**src/eod_pkg.sv**
```systemverilog
// Shared types and constants for the Easter offset date block.
// Depends on nothing; every other file of the block depends on it.
`default_nettype none

package eod_pkg;

    // Payload field types of the two channels.
    typedef logic        [13:0] t_year;
    typedef logic signed [6:0]  t_off;
    typedef logic        [4:0]  t_day;
    typedef logic        [2:0]  t_emon;
    typedef logic        [3:0]  t_mon;

    // Century (year / 100) and year / 19, both taken in the front stage.
    typedef logic [7:0] t_cent;
    typedef logic [9:0] t_q19;

    // One queued query: the raw fields plus the two quotients.
    typedef struct packed {
        t_year year;
        t_off  day_offset;
        t_cent cent;
        t_q19  q19;
    } t_entry;

    // Queue depth and pointer width.
    localparam int unsigned Q_DEPTH = 2;
    localparam int unsigned Q_PTR_W = $clog2(Q_DEPTH);

    // Reciprocal multipliers for division by constants: x / d = (x * R) >> S.
    localparam int unsigned RECIP_100 = 5243;
    localparam int unsigned SHIFT_100 = 19;
    localparam int unsigned RECIP_19  = 55189;
    localparam int unsigned SHIFT_19  = 20;
    localparam int unsigned RECIP_25  = 41;
    localparam int unsigned SHIFT_25  = 10;
    localparam int unsigned RECIP_3   = 171;
    localparam int unsigned SHIFT_3   = 9;
    localparam int unsigned RECIP_30  = 547;
    localparam int unsigned SHIFT_30  = 14;
    localparam int unsigned RECIP_7   = 147;
    localparam int unsigned SHIFT_7   = 10;

    // Computus constants.
    localparam int unsigned MOON_DIV    = 451;
    localparam int unsigned BASE_OFFSET = 114;

    // Month numbers of Easter.
    localparam t_emon MONTH_MAR = 3'd3;
    localparam t_emon MONTH_APR = 3'd4;

    // Back-end sequencer steps.
    typedef enum logic [3:0] {
        BK_IDLE,
        BK_MOD,
        BK_GQ,
        BK_HSUM,
        BK_HMOD,
        BK_LMOD,
        BK_BASE,
        BK_ORD,
        BK_MON
    } t_back_state;

endpackage

`default_nettype wire

```
**src/eod_req_if.sv**
```systemverilog
// Query channel: valid/ready handshake carrying a year and a day offset.
// Depends on eod_pkg for the field types.
`default_nettype none

interface eod_req_if;
    logic               valid;
    logic               ready;
    eod_pkg::t_year     year;
    eod_pkg::t_off      day_offset;

    modport source (output valid, output year, output day_offset, input ready);
    modport sink   (input valid, input year, input day_offset, output ready);
endinterface

`default_nettype wire

```
**src/eod_rsp_if.sv**
```systemverilog
// Result channel: valid/ready handshake carrying Easter and the shifted date.
// Depends on eod_pkg for the field types.
`default_nettype none

interface eod_rsp_if;
    logic               valid;
    logic               ready;
    eod_pkg::t_day      easter_day_of_month;
    eod_pkg::t_emon     easter_month_number;
    eod_pkg::t_day      shifted_day;
    eod_pkg::t_mon      shifted_month;

    modport source (output valid, output easter_day_of_month, output easter_month_number,
                    output shifted_day, output shifted_month, input ready);
    modport sink   (input valid, input easter_day_of_month, input easter_month_number,
                    input shifted_day, input shifted_month, output ready);
endinterface

`default_nettype wire

```
**src/easter_offset_date_top.sv**
```systemverilog
// Easter offset date: Gregorian Easter Sunday and a date a signed offset away.
// The back-end sequencer takes one query at a time, one computus step per cycle while
// its output register has room; a 2-entry queue and the front register buffer input.
// Reset (synchronous, active low) empties the front stage, queue and output register.
`default_nettype none

module easter_offset_date_top (
    input  wire         i_clk,
    input  wire         i_rst_n,
    eod_req_if.sink     i_req,
    eod_rsp_if.source   o_rsp
);
    import eod_pkg::*;

    logic   w_fq_valid;
    logic   w_fq_ready;
    t_entry w_fq_entry;
    logic   w_qb_valid;
    logic   w_qb_pop;
    t_entry w_qb_entry;

    // Front stage: takes query beats and computes the quotients.
    eod_front u_front (
        .i_clk     (i_clk),
        .i_rst_n   (i_rst_n),
        .i_req     (i_req),
        .i_q_ready (w_fq_ready),
        .o_q_valid (w_fq_valid),
        .o_q_entry (w_fq_entry)
    );

    // Decoupling queue.
    eod_queue u_queue (
        .i_clk        (i_clk),
        .i_rst_n      (i_rst_n),
        .i_push_valid (w_fq_valid),
        .o_push_ready (w_fq_ready),
        .i_push_entry (w_fq_entry),
        .o_pop_valid  (w_qb_valid),
        .i_pop        (w_qb_pop),
        .o_pop_entry  (w_qb_entry)
    );

    // Back end: computus, date shift and output register.
    eod_back u_back (
        .i_clk     (i_clk),
        .i_rst_n   (i_rst_n),
        .i_q_valid (w_qb_valid),
        .o_q_pop   (w_qb_pop),
        .i_q_entry (w_qb_entry),
        .o_rsp     (o_rsp)
    );

endmodule

`default_nettype wire

```
**src/eod_front.sv**
```systemverilog
// Front stage: accepts query beats and registers year / 100 and year / 19.
// Depends on eod_pkg and eod_req_if.
`default_nettype none

module eod_front (
    input  wire                 i_clk,
    input  wire                 i_rst_n,
    eod_req_if.sink             i_req,
    input  wire                 i_q_ready,
    output logic                o_q_valid,
    output eod_pkg::t_entry     o_q_entry
);
    import eod_pkg::*;

    logic        r_valid;
    t_entry      r_entry;
    t_entry      n_entry;
    logic [26:0] w_prod100;
    logic [29:0] w_prod19;

    // The stage frees up when empty or when the queue takes its beat.
    assign i_req.ready = !r_valid || i_q_ready;

    // Reciprocal multiplications for the two quotients.
    always_comb begin
        w_prod100         = 27'(i_req.year) * 27'(RECIP_100);
        w_prod19          = 30'(i_req.year) * 30'(RECIP_19);
        n_entry.year       = i_req.year;
        n_entry.day_offset = i_req.day_offset;
        n_entry.cent       = w_prod100[SHIFT_100 +: 8];
        n_entry.q19        = w_prod19[SHIFT_19 +: 10];
    end

    // Stage valid bit.
    always_ff @(posedge i_clk) begin
        if (!i_rst_n) begin
            r_valid <= 1'b0;
        end else if (i_req.ready) begin
            r_valid <= i_req.valid;
        end
    end

    // Stage payload.
    always_ff @(posedge i_clk) begin
        if (i_req.valid && i_req.ready) begin
            r_entry <= n_entry;
        end
    end

    assign o_q_valid = r_valid;
    assign o_q_entry = r_entry;

endmodule

`default_nettype wire

```
**src/eod_queue.sv**
```systemverilog
// Short FIFO that decouples the front stage from the back-end sequencer.
// Depends on eod_pkg for the entry type and depth.
`default_nettype none

module eod_queue (
    input  wire                 i_clk,
    input  wire                 i_rst_n,
    input  wire                 i_push_valid,
    output logic                o_push_ready,
    input  eod_pkg::t_entry     i_push_entry,
    output logic                o_pop_valid,
    input  wire                 i_pop,
    output eod_pkg::t_entry     o_pop_entry
);
    import eod_pkg::*;

    t_entry             r_mem [Q_DEPTH];
    logic [Q_PTR_W-1:0] r_wr_ptr;
    logic [Q_PTR_W-1:0] r_rd_ptr;
    logic [Q_PTR_W:0]   r_count;
    logic               w_push;
    logic               w_pop;

    assign o_push_ready = (r_count != (Q_PTR_W+1)'(Q_DEPTH));
    assign o_pop_valid  = (r_count != '0);
    assign o_pop_entry  = r_mem[r_rd_ptr];
    assign w_push       = i_push_valid && o_push_ready;
    assign w_pop        = i_pop && o_pop_valid;

    // Pointers and fill count.
    always_ff @(posedge i_clk) begin
        if (!i_rst_n) begin
            r_wr_ptr <= '0;
            r_rd_ptr <= '0;
            r_count  <= '0;
        end else begin
            if (w_push) begin
                r_wr_ptr <= r_wr_ptr + 1'b1;
            end
            if (w_pop) begin
                r_rd_ptr <= r_rd_ptr + 1'b1;
            end
            if (w_push && !w_pop) begin
                r_count <= r_count + 1'b1;
            end else if (w_pop && !w_push) begin
                r_count <= r_count - 1'b1;
            end
        end
    end

    // Entry storage.
    always_ff @(posedge i_clk) begin
        if (w_push) begin
            r_mem[r_wr_ptr] <= i_push_entry;
        end
    end

endmodule

`default_nettype wire

```
**src/eod_back.sv**
```systemverilog
// Back-end sequencer: runs the computus and the date shift one step a cycle unless
// the output register holding the result is full. Depends on eod_pkg, eod_rsp_if.
`default_nettype none

module eod_back (
    input  wire                 i_clk,
    input  wire                 i_rst_n,
    input  wire                 i_q_valid,
    output logic                o_q_pop,
    input  eod_pkg::t_entry     i_q_entry,
    eod_rsp_if.source           o_rsp
);
    import eod_pkg::*;

    t_back_state r_state;
    t_back_state n_state;

    // Working registers.
    t_entry      r_ent;
    logic [4:0]  r_a;
    logic [6:0]  r_c;
    logic [3:0]  r_f;
    logic [6:0]  r_g;
    logic        r_leap;
    logic [9:0]  r_hx;
    logic [4:0]  r_h;
    logic [2:0]  r_l;
    t_day        r_eday;
    t_emon       r_emon;
    logic [7:0]  r_ord;

    // Output register.
    logic        r_out_valid;
    t_day        r_out_eday;
    t_emon       r_out_emon;
    t_day        r_out_sday;
    t_mon        r_out_smon;

    // Next values.
    logic [4:0]  n_a;
    logic [6:0]  n_c;
    logic [3:0]  n_f;
    logic [6:0]  n_g;
    logic        n_leap;
    logic [9:0]  n_hx;
    logic [4:0]  n_h;
    logic [2:0]  n_l;
    t_day        n_eday;
    t_emon       n_emon;
    logic [7:0]  n_ord;
    t_day        n_sday;
    t_mon        n_smon;
    logic        n_load_out;

    // Intermediate wires.
    logic [13:0] w_a_full;
    logic [13:0] w_c_full;
    logic [7:0]  w_b8;
    logic [13:0] w_f_prod;
    logic [7:0]  w_gx;
    logic [15:0] w_g_prod;
    logic [19:0] w_h_prod;
    logic [4:0]  w_h_quo;
    logic [9:0]  w_h_full;
    logic [6:0]  w_lx;
    logic [14:0] w_l_prod;
    logic [3:0]  w_l_quo;
    logic [6:0]  w_l_full;
    logic [8:0]  w_mx;
    logic [7:0]  w_base;
    logic [7:0]  w_cum;
    logic signed [8:0] w_ord;
    logic [7:0]  w_feb_end;
    logic [7:0]  w_mar_end;
    logic [7:0]  w_apr_end;
    logic [7:0]  w_may_end;

    // Computus arithmetic, one group per sequencer step.
    always_comb begin
        // Remainders of year by 19 and by 100, and (century + 8) / 25.
        w_a_full = r_ent.year - 14'(r_ent.q19) * 14'd19;
        w_c_full = r_ent.year - 14'(r_ent.cent) * 14'd100;
        n_a      = w_a_full[4:0];
        n_c      = w_c_full[6:0];
        w_b8     = r_ent.cent + 8'd8;
        w_f_prod = 14'(w_b8) * 14'(RECIP_25);
        n_f      = w_f_prod[SHIFT_25 +: 4];

        // (century - f + 1) / 3 and the leap-year flag.
        w_gx     = r_ent.cent - 8'(r_f) + 8'd1;
        w_g_prod = 16'(w_gx) * 16'(RECIP_3);
        n_g      = w_g_prod[SHIFT_3 +: 7];
        n_leap   = (r_ent.year[1:0] == 2'b00) &&
                   ((r_c != 7'd0) || (r_ent.cent[1:0] == 2'b00));

        // Epact sum before its reduction modulo 30.
        n_hx = 10'(r_a) * 10'd19 + 10'(r_ent.cent) - 10'(r_ent.cent[7:2])
             - 10'(r_g) + 10'd15;

        // h = sum mod 30.
        w_h_prod = 20'(r_hx) * 20'(RECIP_30);
        w_h_quo  = w_h_prod[SHIFT_30 +: 5];
        w_h_full = r_hx - 10'(w_h_quo) * 10'd30;
        n_h      = w_h_full[4:0];

        // l = weekday correction mod 7.
        w_lx     = 7'd32 + 7'd2 * 7'(r_ent.cent[1:0]) + 7'd2 * 7'(r_c[6:2])
                 - 7'(r_h) - 7'(r_c[1:0]);
        w_l_prod = 15'(w_lx) * 15'(RECIP_7);
        w_l_quo  = w_l_prod[SHIFT_7 +: 4];
        w_l_full = w_lx - 7'(w_l_quo) * 7'd7;
        n_l      = w_l_full[2:0];

        // The quotient by 451 is zero or one; then split the sum into month and day.
        w_mx   = 9'(r_a) + 9'(r_h) * 9'd11 + 9'(r_l) * 9'd22;
        w_base = 8'(r_h) + 8'(r_l) + 8'(BASE_OFFSET)
               - ((w_mx >= 9'(MOON_DIV)) ? 8'd7 : 8'd0);
        if (w_base >= 8'd124) begin
            n_emon = MONTH_APR;
            n_eday = 5'(w_base - 8'd123);
        end else begin
            n_emon = MONTH_MAR;
            n_eday = 5'(w_base - 8'd92);
        end

        // Day of year of Easter plus the offset, never below the first day.
        w_cum = (r_emon == MONTH_APR) ? (8'd90 + 8'(r_leap)) : (8'd59 + 8'(r_leap));
        w_ord = $signed({4'b0000, r_eday}) + $signed({1'b0, w_cum})
              + $signed({{2{r_ent.day_offset[6]}}, r_ent.day_offset});
        if (w_ord < 9'sd1) begin
            n_ord = 8'd1;
        end else begin
            n_ord = w_ord[7:0];
        end

        // Split the day of year back into month and day.
        w_feb_end = 8'd59  + 8'(r_leap);
        w_mar_end = 8'd90  + 8'(r_leap);
        w_apr_end = 8'd120 + 8'(r_leap);
        w_may_end = 8'd151 + 8'(r_leap);
        priority if (r_ord <= 8'd31) begin
            n_smon = 4'd1;
            n_sday = 5'(r_ord);
        end else if (r_ord <= w_feb_end) begin
            n_smon = 4'd2;
            n_sday = 5'(r_ord - 8'd31);
        end else if (r_ord <= w_mar_end) begin
            n_smon = 4'd3;
            n_sday = 5'(r_ord - w_feb_end);
        end else if (r_ord <= w_apr_end) begin
            n_smon = 4'd4;
            n_sday = 5'(r_ord - w_mar_end);
        end else if (r_ord <= w_may_end) begin
            n_smon = 4'd5;
            n_sday = 5'(r_ord - w_apr_end);
        end else begin
            n_smon = 4'd6;
            n_sday = 5'(r_ord - w_may_end);
        end
    end

    // Sequencer next state and queue pop.
    always_comb begin
        n_state    = r_state;
        o_q_pop    = 1'b0;
        n_load_out = 1'b0;
        unique case (r_state)
            BK_IDLE: begin
                if (i_q_valid) begin
                    o_q_pop = 1'b1;
                    n_state = BK_MOD;
                end
            end
            BK_MOD:  n_state = BK_GQ;
            BK_GQ:   n_state = BK_HSUM;
            BK_HSUM: n_state = BK_HMOD;
            BK_HMOD: n_state = BK_LMOD;
            BK_LMOD: n_state = BK_BASE;
            BK_BASE: n_state = BK_ORD;
            BK_ORD:  n_state = BK_MON;
            BK_MON: begin
                if (!r_out_valid || o_rsp.ready) begin
                    n_load_out = 1'b1;
                    n_state    = BK_IDLE;
                end
            end
            default: n_state = BK_IDLE;
        endcase
    end

    // State register.
    always_ff @(posedge i_clk) begin
        if (!i_rst_n) begin
            r_state <= BK_IDLE;
        end else begin
            r_state <= n_state;
        end
    end

    // Working registers, each loaded in its own step.
    always_ff @(posedge i_clk) begin
        if (o_q_pop) begin
            r_ent <= i_q_entry;
        end
        if (r_state == BK_MOD) begin
            r_a <= n_a;
            r_c <= n_c;
            r_f <= n_f;
        end
        if (r_state == BK_GQ) begin
            r_g    <= n_g;
            r_leap <= n_leap;
        end
        if (r_state == BK_HSUM) begin
            r_hx <= n_hx;
        end
        if (r_state == BK_HMOD) begin
            r_h <= n_h;
        end
        if (r_state == BK_LMOD) begin
            r_l <= n_l;
        end
        if (r_state == BK_BASE) begin
            r_eday <= n_eday;
            r_emon <= n_emon;
        end
        if (r_state == BK_ORD) begin
            r_ord <= n_ord;
        end
    end

    // Output beat valid.
    always_ff @(posedge i_clk) begin
        if (!i_rst_n) begin
            r_out_valid <= 1'b0;
        end else if (n_load_out) begin
            r_out_valid <= 1'b1;
        end else if (o_rsp.ready) begin
            r_out_valid <= 1'b0;
        end
    end

    // Output beat payload.
    always_ff @(posedge i_clk) begin
        if (n_load_out) begin
            r_out_eday <= r_eday;
            r_out_emon <= r_emon;
            r_out_sday <= n_sday;
            r_out_smon <= n_smon;
        end
    end

    assign o_rsp.valid               = r_out_valid;
    assign o_rsp.easter_day_of_month = r_out_eday;
    assign o_rsp.easter_month_number = r_out_emon;
    assign o_rsp.shifted_day         = r_out_sday;
    assign o_rsp.shifted_month       = r_out_smon;

endmodule

`default_nettype wire

```
**src/flat_wrapper.sv**
```systemverilog
// flat-port wrapper written by rule: the top's interface ports become plain ports
module easter_offset_date_top_flat import eod_pkg::*;
  (i_clk, i_rst_n, i_req_valid, i_req_year, i_req_day_offset, i_req_ready, o_rsp_valid, o_rsp_easter_day_of_month, o_rsp_easter_month_number, o_rsp_shifted_day, o_rsp_shifted_month, o_rsp_ready);
  eod_req_if i_req_i ();
  eod_rsp_if o_rsp_i ();
  input  wire i_clk;
  input  wire i_rst_n;
  input wire logic [$bits(i_req_i.valid)-1:0] i_req_valid;
  input wire logic [$bits(i_req_i.year)-1:0] i_req_year;
  input wire logic [$bits(i_req_i.day_offset)-1:0] i_req_day_offset;
  output wire logic [$bits(i_req_i.ready)-1:0] i_req_ready;
  output wire logic [$bits(o_rsp_i.valid)-1:0] o_rsp_valid;
  output wire logic [$bits(o_rsp_i.easter_day_of_month)-1:0] o_rsp_easter_day_of_month;
  output wire logic [$bits(o_rsp_i.easter_month_number)-1:0] o_rsp_easter_month_number;
  output wire logic [$bits(o_rsp_i.shifted_day)-1:0] o_rsp_shifted_day;
  output wire logic [$bits(o_rsp_i.shifted_month)-1:0] o_rsp_shifted_month;
  input wire logic [$bits(o_rsp_i.ready)-1:0] o_rsp_ready;
  assign i_req_i.valid = i_req_valid;
  assign i_req_i.year = i_req_year;
  assign i_req_i.day_offset = i_req_day_offset;
  assign i_req_ready = i_req_i.ready;
  assign o_rsp_valid = o_rsp_i.valid;
  assign o_rsp_easter_day_of_month = o_rsp_i.easter_day_of_month;
  assign o_rsp_easter_month_number = o_rsp_i.easter_month_number;
  assign o_rsp_shifted_day = o_rsp_i.shifted_day;
  assign o_rsp_shifted_month = o_rsp_i.shifted_month;
  assign o_rsp_i.ready = o_rsp_ready;
  easter_offset_date_top u_core (.i_clk(i_clk), .i_rst_n(i_rst_n), .i_req(i_req_i), .o_rsp(o_rsp_i));
endmodule
```
**config.mk**
```make
export PLATFORM = sky130hd
export DESIGN_NAME = easter_offset_date_top_flat
export DESIGN_NICKNAME = d
export VERILOG_FILES = /design/src/eod_pkg.sv /design/src/eod_req_if.sv /design/src/eod_rsp_if.sv /design/src/easter_offset_date_top.sv /design/src/eod_front.sv /design/src/eod_queue.sv /design/src/eod_back.sv /design/src/flat_wrapper.sv
export SDC_FILE = /design/constraint.sdc
export NUM_CORES = 1
export LEC_CHECK = 0
export BUFFER_PORTS_ARGS = -buffer_cell sky130_fd_sc_hd__buf_2
export CAP_MARGIN = 20
export CORE_AREA = 2 2 260 262
export CTS_CLUSTER_DIAMETER = 60
export DETAILED_ROUTE_END_ITERATION = 10
export DIE_AREA = 0 0 262 264
export GPL_ROUTABILITY_DRIVEN = 0
export PLACE_DENSITY = 0.48
export SYNTH_ARGS = -nofsm -noshare
export SYNTH_HDL_FRONTEND = slang
export SYNTH_HIERARCHICAL = 1
export SYNTH_SLANG_ARGS = --single-unit
export TNS_END_PERCENT = 20
```
**constraint.sdc**
```tcl
create_clock -name i_clk -period 8.38 [get_ports i_clk]
set_input_delay 1.257 -clock i_clk [delete_from_list [all_inputs] [get_ports i_clk]]
set_output_delay 1.257 -clock i_clk [all_outputs]
set_load 0.01 [all_outputs]
```
### After elaboration in Yosys (flattened, before gate mapping)

Memories as Yosys holds them, arrays and structs flattened. A register that Yosys moved wholly into a read port is not among the register bits.
Index checks and enable logic that the tools add are counted.

| cells by class | value |
|---|---|
| add/sub/neg operators | 37 |
| $mul | 13 |
| order comparisons | 8 |
| equality and inequality tests | 12 |
| muxes and demuxes | 26 |
| reduce and logical (&&, ||, !) cells | 23 |

Operator list:

| cell | count |
|---|---|
| $pmux W4 S9 | 1 |
| $mul A14 B16 Y30 const B | 1 |
| $mux W5 | 6 |
| $sub A5 B5 Y5 | 6 |
| $mul A14 B13 Y27 const B | 1 |
| $le A8 B8 Y1 | 3 |
| $mul A10 B10 Y19 const B | 1 |
| $add A7 B1 Y8 const A | 2 |
| $eq A4 B3 Y1 const B | 4 |
| $mul A8 B8 Y16 const B | 1 |
| $sub A5 B5 Y5 const B | 3 |
| $mul A7 B8 Y14 const B | 1 |
| $mul A8 B6 Y14 const B | 1 |
| $mux W2 | 6 |
| $add A10 B4 Y10 const B | 1 |
| $add A10 B8 Y10 | 1 |
| $mul A10 B5 Y5 const B | 1 |
| $mul A5 B5 Y10 const B | 1 |
| $sub A10 B6 Y10 | 1 |
| $sub A10 B7 Y10 | 1 |
| $add A5 B8 Y9 | 1 |
| $add A5 B9 Y9 | 1 |
| $add A9 B7 Y9 | 1 |
| $add A9 B8 Y9 | 1 |
| other kinds (47) | 72 |

| word-level totals | value |
|---|---|
| bits in registers | 124 |
| bits in writable memories | 78 |
| input bits | 25 |
| output and inout bits | 19 |
| logic and storage cells | 147 |
| memories | 1 |

Memory list:

| memory | words | bits a word | read ports | clocked after memory_dff | wr ports | line | RTL |
|---|---|---|---|---|---|---|---|
| u_core.u_queue.r_mem | 2 | 39 | 1 | 1 | 1 | eod_queue.sv:17 | `t_entry r_mem [Q_DEPTH];` |

### Logic depth before layout (Yosys ltp)

Gate-level depths: netlist of the first run.

| logic depth | value |
|---|---|
| word-level depth | 8 |
| mapped depth | 34 |
| depth with buffers taken out | 34 |

### Modules after synthesis

The synthesis of the first run kept the hierarchy.

Modules (own cells, without submodules):

| module | instances | cells an instance | area an instance (um^2) | sequential area each (um^2) |
|---|---|---|---|---|
| eod_back | 1 | 1051 | 11403.4 | 3072.9 |
| eod_front | 1 | 803 | 8506.9 | 1191.1 |
| eod_queue | 1 | 145 | 3049.2 | 2442.3 |

### Least setup slack after synthesis of the first run

OpenSTA, ideal clock, no wires.

| timing | value |
|---|---|
| kind | register -> register |
| start | register u_core.u_back.r_l[1] |
| end | register u_core.u_back.r_eday[1], data pin |
| library setup time | 260 ps |
| arrival | 6854 ps |
| required time | 8120 ps |
| path slack | 1266 ps |
| cell stages (with the launch flop) | 24 |
| path buffers | 0 |
| period minus slack after synthesis | 7114 ps |
| cells stage by stage | edfxtp_1 -> ha_1 -> ha_1 -> fa_1 -> inv_1 -> fa_1 -> fa_1 -> fa_1 -> inv_1 -> ha_1 -> nor2b_1 -> o21ai_0 -> o221ai_1 -> a21o_1 -> a211oi_1 -> ha_1 -> inv_1 -> fa_1 -> ha_1 -> fa_1 -> a21o_1 -> a211o_1 -> a31oi_2 -> mux2_2 |

| on the way | value |
|---|---|
| longest elaborated chain between the ends | 7 |
| elaborated cells between the ends (all ways) | 11 |
| those cells by class | add/sub: 6; mul: 1; order compare: 2; mux: 2 |

RTL lines:

| item | line | RTL |
|---|---|---|
| start, declared | eod_back.sv:27 | `logic [2:0] r_l;` |
| start signal, assigned | eod_back.sv:221 | `r_l <= n_l;` |
| $mul A3 B4 Y7 | eod_back.sv:115 | `w_mx = 9'(r_a) + 9'(r_h) * 9'd11 + 9'(r_l) * 9'd22;` |
| $add A9 B8 Y9 | eod_back.sv:115 |  |
| $ge A9 B9 Y1 | eod_back.sv:117 | `- ((w_mx >= 9'(MOON_DIV)) ? 8'd7 : 8'd0);` |
| $mux W3 | eod_back.sv:117 |  |
| $sub A8 B3 Y8 * | eod_back.sv:117 |  |
| $ge A8 B7 Y1, or another cell as far along | eod_back.sv:118 | `if (w_base >= 8'd124) begin` |
| $mux W5 * | eod_back.sv:118 |  |
| via u_core.u_back.n_eday[1] | eod_back.sv:48 | `t_day n_eday;` |
| end signal, assigned | eod_back.sv:224 | `r_eday <= n_eday;` |
| end, declared | eod_back.sv:28 | `t_day r_eday;` |

The timed path passes the listed nets; every way through them passes the cells marked *.
A chain may end at the register's enable or synchronous reset.

### Final worst setup path of the first run

Same ends and word-level chain as after synthesis.

==> results of run 1 <==
## worst max path at each step
stage / startpoint / endpoint / slack [ns] / depth (start not counted)
final: u_core/u_back/r_l[1] / u_core/u_back/r_eday[1] / 0.68 / 23
after global routing: u_core/u_back/r_l[1] / u_core/u_back/r_eday[3] / 0.25 / 23
after CTS: u_core/u_back/r_l[1] / u_core/u_back/r_eday[3] / 0.67 / 23
after detailed placement: u_core/u_back/r_l[1] / u_core/u_back/r_eday[1] / 0.70 / 23
after global placement: u_core/u_back/r_l[1] / u_core/u_back/r_eday[3] / 0.86 / 23
after floorplan: u_core/u_back/r_l[1] / u_core/u_back/r_eday[1] / 1.27 / 23
## metal layers
layer,vias up,GRT usage [%],wire (um)
met2,113,22.3,20800
li1,6393,-,-
met4,6,2.47,333
met5,-,0,35
met3,20,1.73,853
met1,6205,16.6,19200
## flip-flops by register name, summed over array words and instances (netlist names), 4 cells and up, named ones only
name,flops
u_core/u_back/r_a,5
u_core/u_back/r_eday,5
u_core/u_back/o_rsp.shifted_day,5
u_core/u_back/r_h,5
u_core/u_queue/r_mem,54
u_core/u_back/r_g,7
u_core/u_back/r_ord,8
u_core/u_back/o_rsp.easter_day_of_month,5
u_core/u_back/r_state,4
u_core/u_front/o_q_entry,27
u_core/u_back/r_hx,10
u_core/u_back/r_ent,27
u_core/u_back/r_f,4
u_core/u_back/r_c,7
## critical path, cell delays in order, from the launching register on
cell and delay, ns:
edfxtp_1 0.47, ha_1 0.35, ha_1 0.23, fa_1 0.48, inv_1 0.05, fa_1 0.49, fa_1 0.44, fa_1 0.54
inv_1 0.04, ha_1 0.32, nor2b_1 0.14, o21ai_0 0.26, o221ai_1 0.18, a21o_1 0.20, a211oi_1 0.54, ha_1 0.35
inv_1 0.08, fa_1 0.42, ha_1 0.24, fa_1 0.40, a21o_1 0.20, a211o_1 0.32, a31oi_2 0.33, mux2_2 0.38
## metrics by stage
stage	instance area, um2	setup slack (ns)	std cells	util, %	hold WS, ns
floorplan	21200	1.27	1883	-	0.417
global placement	22500	0.864	2793	33.7	0.424
detailed placement	22500	0.699	2794	33.8	0.432
CTS	23100	0.673	2826	34.7	0.449
global route	23100	0.251	2826	34.7	0.461
finish	23100	0.676	2826	34.7	0.448
## layout make-up
class                      count  area, um2
inverter                     463       1740
sequential                   191       5630
clock inverter                15        198
multi-input combinational   1218      13800
clock buffer                  17        425
tap                          873       1090
timing repair buffer          49        283
fill                        6678      43500
==> qor.yml, run 1 <==
die:
  ios: 44
  fp-row-count: 95
  initial_utilization_pct: 31.8
  coreArea_um2: 66600
  dieArea_um2: 69200
  die_height_um: 264
  die_w_um: 262
critical_path:
  crit_required_ns: 8.58
  critPathLaunchType: "flip-flop"
  worstReg2RegStart: "u_core/u_back/r_l[1]"
  crit_path_end_kind: "flip-flop"
  regToRegSetupSlack_ns: 0.68
  timing.rr.end: "u_core/u_back/r_eday[1]"
  critPathArrivalTime_ns: 7.90
  critPathMaxFanout: 6
  setup.worst_path.class: "flip-flop to flip-flop"
  worst_r2r_path_depth: 23
detailed_routing:
  drt-pass1-iter-count: 4
  ant_nets: 0
  drc: 0
  vias: 12700
  drt_wl_total_um: 41200
  wl_per_cell_um: 14.6
  drt_iter0_drc: 363
  via_per_inst: 4.51
yosys:
  yosys_warnings: 6
  netlist_instances: 1883
  synth_area_um2: 21200
  syn_area_per_cell_um2: 11.2
  synthesis.nets: 2584
worst_hold_path:
  min_from: "u_core/u_back/r_emon[1]"
  hold_class: "flip-flop to flip-flop"
  hold-path-endpoint: "u_core/u_back/o_rsp.easter_month_number[1]"
  hold_depth: 0
grt:
  grt_overflow: 0
  grt_pass1_vias: 13800
  grt_util_all_layers_pct: 12.7
  grt_pass1_wl_um: 70000
  grt_max_degree: 29
  antenna_found_initial: 3
cts:
  cts_buffers: 17
  cts_setup_buffers: 0
  h-tree-depth: 4
  cts_tree: "built"
  clk_latency_ns: 0.44
  cts.sinks: 191
  hold_buffers: 0
  clkTransAtPathRegs_ns: 0.08
  max-clock-path-buffers: 2
  clockRootBuffer: "clkbuf_16"
  post_cts_resized: 0
placement:
  hpwl_um: 35200
  port_buffers: 42
finish:
  area_growth_pct: 9.24
  fin_nets: 2641
  drive_above_1_share_pct: 6.81
  layout_common_cells: "471 x ha_1, 462 x inv_1, 205 x fa_1"
  n_antenna_cell: 0
  final_common_cell: "ha_1"
sta:
  finClkSkew_ns: 0.00896
  rsz0062_at_grt: "no"
  slew_violations: 0
  setup_viol: 0
  hold_violations: 0
  worst_pin_slew_ns: 0.996
  fin_crit_ns: 7.70
  fmax_mhz: 130
  fin_tns_setup_ns: 0
  post-route-period-util_pct: 91.9
  max_slew_margin_pct: 33.3
status:
  outcome: "finished clean"
job:
  cap_violations: 0
Power of run 1 is not shown: default switching activity piles up to over one toggle a cycle in this logic, so the estimate is an artifact.
==> run 2: changes to the inputs <==
CELL_PAD_IN_SITES_DETAIL_PLACEMENT = 1   (was unset)
CELL_PAD_IN_SITES_GLOBAL_PLACEMENT = 1   (was unset)
CORE_AREA = 5 5 263 265   (was 2 2 260 262)
DIE_AREA = 0 0 268 270   (was 0 0 262 264)
PLACE_DENSITY = 0.56   (was 0.48)
==> run 2 against run 1 <==
Core utilization is 0.13 points lower. Count of clock-buffer cells in the layout is 1 higher. Cell count stayed put. Critical path depth stayed put. First-iteration DRC count is 9.1% lower. Register-to-register slack worse by 0.04 ns. Global-route usage is 0.40 points higher. Die area is 4.6% higher.
==> qor.yml, run 2 (synthesis gave the netlist of run 1 again) <==
die:
  coreArea_um2: 66600  # unchanged
  fp-row-count: 95  # unchanged
  initial_utilization_pct: 31.8  # unchanged
  dieArea_um2: 72400  # +4.6%
  ios: 44  # unchanged
  die_w_um: 268  # +2.3%
  die_height_um: 270  # +2.3%
detailed_routing:
  ant_nets: 0  # unchanged
  via_per_inst: 4.61  # +2.2%
  drc: 0  # unchanged
  wl_per_cell_um: 16.0  # +9.6%
  vias: 13000  # +2.2%
  drt_iter0_drc: 330  # -9.1%
  drt_wl_total_um: 45200  # +9.6%
  drt-pass1-iter-count: 4  # unchanged
job:
  cap_violations: 0  # unchanged
cts:
  clkTransAtPathRegs_ns: 0.07  # about the same
  clk_latency_ns: 0.44  # about the same
  max-clock-path-buffers: 2  # unchanged
  cts_tree: "built"
  cts.sinks: 191  # unchanged
  post_cts_resized: 0  # unchanged
  clockRootBuffer: "clkbuf_16"
  cts_buffers: 17  # unchanged
  cts_setup_buffers: 0  # unchanged
  hold_buffers: 0  # unchanged
  h-tree-depth: 4  # unchanged
sta:
  fin_hold_ws_ns: 0.448  # -0.000433 ns
  fin_crit_ns: 7.74  # +0.0390 ns
  max_slew_margin_pct: 31.6  # -1.8 points
  finClkSkew_ns: 0.00647  # -0.00249 ns
  worst_pin_slew_ns: 1.02  # +0.0263 ns
  rsz0062_at_grt: "no"
  fin_tns_setup_ns: 0  # unchanged
  hold_violations: 0  # unchanged
  fmax_mhz: 129  # -0.50%
  slew_violations: 0  # unchanged
  post-route-period-util_pct: 92.4  # +0.47 points
  setup_viol: 0  # unchanged
grt:
  grt_max_degree: 29  # unchanged
  grt_util_all_layers_pct: 13.1  # +0.40 points
  grt_overflow: 0  # unchanged
  grt_pass1_vias: 14800  # +7.2%
  grt_pass1_wl_um: 76700  # +9.6%
  antenna_found_initial: 1  # -2
finish:
  fill_cells: 7366  # +10%
  n_antenna_cell: 0  # unchanged
  final_area_um2: 23000  # -0.38%
  multi_input_area_um2: 13800  # unchanged
  top_register: "u_core/u_queue/r_mem"
  drive_above_1_share_pct: 6.66  # -0.15 points
  layout_common_cells: "471 x ha_1, 462 x inv_1, 205 x fa_1"
  fin_nets: 2641  # unchanged
  regArea_um2: 5630  # unchanged
  area_growth_pct: 8.82
  final_common_cell: "ha_1"
  largest_register_ff_count: 54  # unchanged
critical_path:
  critPathArrivalTime_ns: 7.94  # +0.04 ns
  crit_chain: "ha_1 > ha_1 > fa_1 > inv_1 > fa_1 > fa_1 > fa_1 > inv_1 > ha_1 > nor2b_1 > o21ai_0 > o221ai_1 > a21o_1 > a211oi_1 > ha_1 > inv_1 > fa_1 > ha_1 > fa_1 > a21o_1 > a211o_1 > a31oi_2 > mux2_2"
  crit_path_end_kind: "flip-flop"
  critPathMaxFanout: 6  # unchanged
  crit_top_cell: "fa_1"
  max_stage_delay_ns: 0.54  # about the same
  crit_required_ns: 8.57  # about the same
  setup.worst_path.class: "flip-flop to flip-flop"
  slowest_stage: "fa_1"
  critPathLaunchType: "flip-flop"
placement:
  hpwl_um: 39200  # +11%
  place_area_um2: 22500  # unchanged
  port_buffers: 42  # unchanged
status:
  outcome: "finished clean"
worst_hold_path:
  hold_class: "flip-flop to flip-flop"
==> run 2: cell types whose count changed in the layout (fill, tap and decap cells not counted), sizes merged <==
cell,change
bufinv,-2
clkbuf,+1
clkinvlp,+1
==> run 2: final cells by class <==
type                            instances  area share, %
Clock buffer                           18           1.86
Sequential cell                       191           24.4
Timing Repair Buffer                   49           1.23
Clock inverter                         14          0.462
Multi-Input combinational cell       1218           59.7
Inverter                              463           7.55
Tap cell                              873           4.74
==> run 2: worst max-delay path, delay by kind of cell, from the launching register on <==
family / cells / cell delay, ns
flip-flops: 1 / 0.47
AND/OR/NAND/NOR: 1 / 0.14
multiplexers: 1 / 0.39
adder cells (fa/ha/maj): 11 / 4.24
AO/OA/AOI/OAI: 7 / 2.07
buffers and inverters: 3 / 0.17
==> run 2: stage by stage <==
stage | std cells | util, % | worst slack, ns
floorplan | 1883 | - | 1.27
global placement | 2792 | 33.7 | 0.871
detailed placement | 2794 | 33.8 | 0.634
CTS | 2826 | 34.6 | 0.636
global route | 2826 | 34.6 | 0.314
finish | 2826 | 34.6 | 0.637
==> run 2: routing by layer <==
| layer | routed length (um) | vias up | global-route usage (%) |
|---|---|---|---|
| li1 | - | 6380 | - |
| met1 | 20400 | 6541 | 16.9 |
| met2 | 23400 | 71 | 23.6 |
| met3 | 820 | 22 | 1.76 |
| met4 | 469 | 2 | 2.37 |
| met5 | 20 | - | 0 |
==> run 2: path summary, 6_finish.rpt <==
path                                start                           to  slack, ns  depth (start not counted)
max                  u_core/u_back/r_l[1]      u_core/u_back/r_eday[1]       0.64                         23
min          u_core/u_front/o_q_entry[26]  u_core/u_queue/r_mem[0][26]       0.45                          0
max reg2reg          u_core/u_back/r_l[1]      u_core/u_back/r_eday[1]       0.64                         23
min reg2reg  u_core/u_front/o_q_entry[26]  u_core/u_queue/r_mem[0][26]       0.45                          0
Power of run 2 is left out for the same reason.
==> run 3: changes to the inputs <==
CORE_AREA = 3 3 261 263   (was 5 5 263 265)
DIE_AREA = 0 0 264 266   (was 0 0 268 270)
==> run 3 against run 2 <==
Via count rose by 0.38%. Wire length rose by 0.66%. Final area rose by 0.27%.
==> qor.yml, run 3 (synthesis gave the netlist of run 1 again) <==
status:
  outcome: "finished clean"
detailed_routing:
  drt-pass1-iter-count: 4  # unchanged
  drt_iter0_drc: 343  # +3.9%
  drc: 0  # unchanged
  ant_nets: 0  # unchanged
  vias: 13100  # +0.38%
  via_per_inst: 4.64  # +0.66%
  wl_per_cell_um: 16.1  # +0.94%
  drt_wl_total_um: 45400  # +0.66%
sta:
  post-route-period-util_pct: 91.3  # -1.1 points
  slew_violations: 0  # unchanged
  setup_viol: 0  # unchanged
  rsz0062_at_grt: "no"
  fin_ws_ns: 0.731  # +0.0939 ns
  max_slew_margin_pct: 30.5  # -1.1 points
  finClkSkew_ns: 0.0109  # +0.00443 ns
  fin_tns_setup_ns: 0  # unchanged
  fin_crit_ns: 7.65  # -0.0939 ns
  fmax_mhz: 131  # +1.2%
  fin_hold_ws_ns: 0.449  # +0.000816 ns
  hold_violations: 0  # unchanged
  worst_pin_slew_ns: 1.04  # +0.0125 ns
finish:
  final_common_cell: "ha_1"
  drive_above_1_share_pct: 6.81  # +0.15 points
  layout_common_cells: "471 x ha_1, 462 x inv_1, 205 x fa_1"
  fin_nets: 2641  # unchanged
  top_register: "u_core/u_queue/r_mem"
  largest_register_ff_count: 54  # unchanged
  area_growth_pct: 9.12
  fill_cells: 7330  # -0.49%
die:
  initial_utilization_pct: 32.1  # +0.34 points
  fp-row-count: 94  # -1.1%
  ios: 44  # unchanged
  die_height_um: 266  # -1.5%
  dieArea_um2: 70200  # -3.0%
  die_w_um: 264  # -1.5%
  coreArea_um2: 65900  # -1.1%
critical_path:
  critPathArrivalTime_ns: 7.85  # -0.09 ns
  crit_top_cell: "fa_1"
  crit_path_end_kind: "flip-flop"
  critPathMaxFanout: 6  # unchanged
  worstReg2RegStart: "u_core/u_back/r_l[1]"
  max_stage_delay_ns: 0.55  # about the same
  slowest_stage: "fa_1"
  cp.buffers_inverters: 3  # unchanged
  setup.worst_path.class: "flip-flop to flip-flop"
  crit_family: "adder cells"
  critPathLaunch: "u_core/u_back/r_l[1]"
  crit_required_ns: 8.58  # about the same
  crit_chain: "ha_1 > ha_1 > fa_1 > inv_1 > fa_1 > fa_1 > fa_1 > inv_1 > ha_1 > nor2b_1 > o21ai_0 > o221ai_1 > a21o_1 > a211oi_1 > ha_1 > inv_1 > fa_1 > ha_1 > fa_1 > a21o_1 > a211o_1 > a31oi_2 > mux2_2"
  critPathLaunchType: "flip-flop"
cts:
  h-tree-depth: 4  # unchanged
  cts.sinks: 191  # unchanged
  clk_latency_ns: 0.46  # +0.02 ns
  cts_buffers: 17  # unchanged
  clockRootBuffer: "clkbuf_16"
  post_cts_resized: 0  # unchanged
  max-clock-path-buffers: 2  # unchanged
  cts_tree: "built"
  hold_buffers: 0  # unchanged
  clkTransAtPathRegs_ns: 0.07  # about the same
  cts_setup_buffers: 0  # unchanged
grt:
  grt_util_all_layers_pct: 13.6  # +0.53 points
  grt_pass1_vias: 14900  # +0.71%
  grt_pass1_wl_um: 76600  # -0.13%
  grt_overflow: 0  # unchanged
  antenna_found_initial: 1  # unchanged
  grt_max_degree: 29  # unchanged
worst_hold_path:
  hold_class: "flip-flop to flip-flop"
  min_from: "u_core/u_front/o_q_entry[12]"
placement:
  port_buffers: 42  # unchanged
  preCtsSetupSlack_ns: 0.689  # +0.0551 ns
  hpwl_um: 39400  # +0.60%
job:
  cap_violations: 0  # unchanged
-- run 3: changes by cell type in the layout (fill, tap and decap cells not counted), sizes merged --
cell	delta
bufinv	+2
clkbuf	+2
diode	+1
clkinv	-4
-- run 3: final cells by class --
type / instances / area [um2] / area share (%)
multi-input combinational: 1218 / 13800 / 59.6
sequential: 191 / 5630 / 24.4
inverter: 463 / 1740 / 7.53
tap: 864 / 1080 / 4.68
clock buffer: 20 / 457 / 1.98
timing repair buffer: 49 / 283 / 1.22
clock inverter: 12 / 150 / 0.650
antenna: 1 / 2.50 / 0.0108
-- run 3: worst reg2reg max path, stage by stage, from the launching register on --
cell      delay [ns]
edfxtp_1        0.48
ha_1            0.34
ha_1            0.23
fa_1            0.48
inv_1           0.05
fa_1            0.49
fa_1            0.44
fa_1            0.55
inv_1           0.04
ha_1            0.32
nor2b_1         0.14
o21ai_0         0.28
o221ai_1        0.18
a21o_1          0.20
a211oi_1        0.47
ha_1            0.33
inv_1           0.08
fa_1            0.42
ha_1            0.23
fa_1            0.41
a21o_1          0.20
a211o_1         0.32
a31oi_2         0.35
mux2_2          0.38
-- run 3: layer usage --
layer  GRT usage, %  share of wire [%]  vias to the layer above
met1           16.9                 45                     6606
met2           25.3                 52                       60
met5              0                  0                        -
li1               -                  -                     6378
met3           1.51                1.6                       21
met4           2.83                1.0                        0
-- run 3: path summary, 6_finish.rpt --
kind / slack, ns / endpoint / cells after the start
min reg2reg: 0.45 / u_core/u_queue/r_mem[0][12] / 0
max reg2reg: 0.73 / u_core/u_back/r_eday[1] / 23
max: 0.73 / u_core/u_back/r_eday[1] / 23
min: 0.45 / u_core/u_queue/r_mem[0][12] / 0
-- run 3: metrics by stage --
stage                     cell area [um2]  std cells  utilization (%)
final                               23100       2818             35.1
after global routing                23100       2817             35.1
after CTS                           23100       2817             35.1
after detailed placement            22500       2785             34.1
after global placement              22400       2783             34.1
after floorplan                     21200       1883                -
Power of run 3 is left out for the same reason.
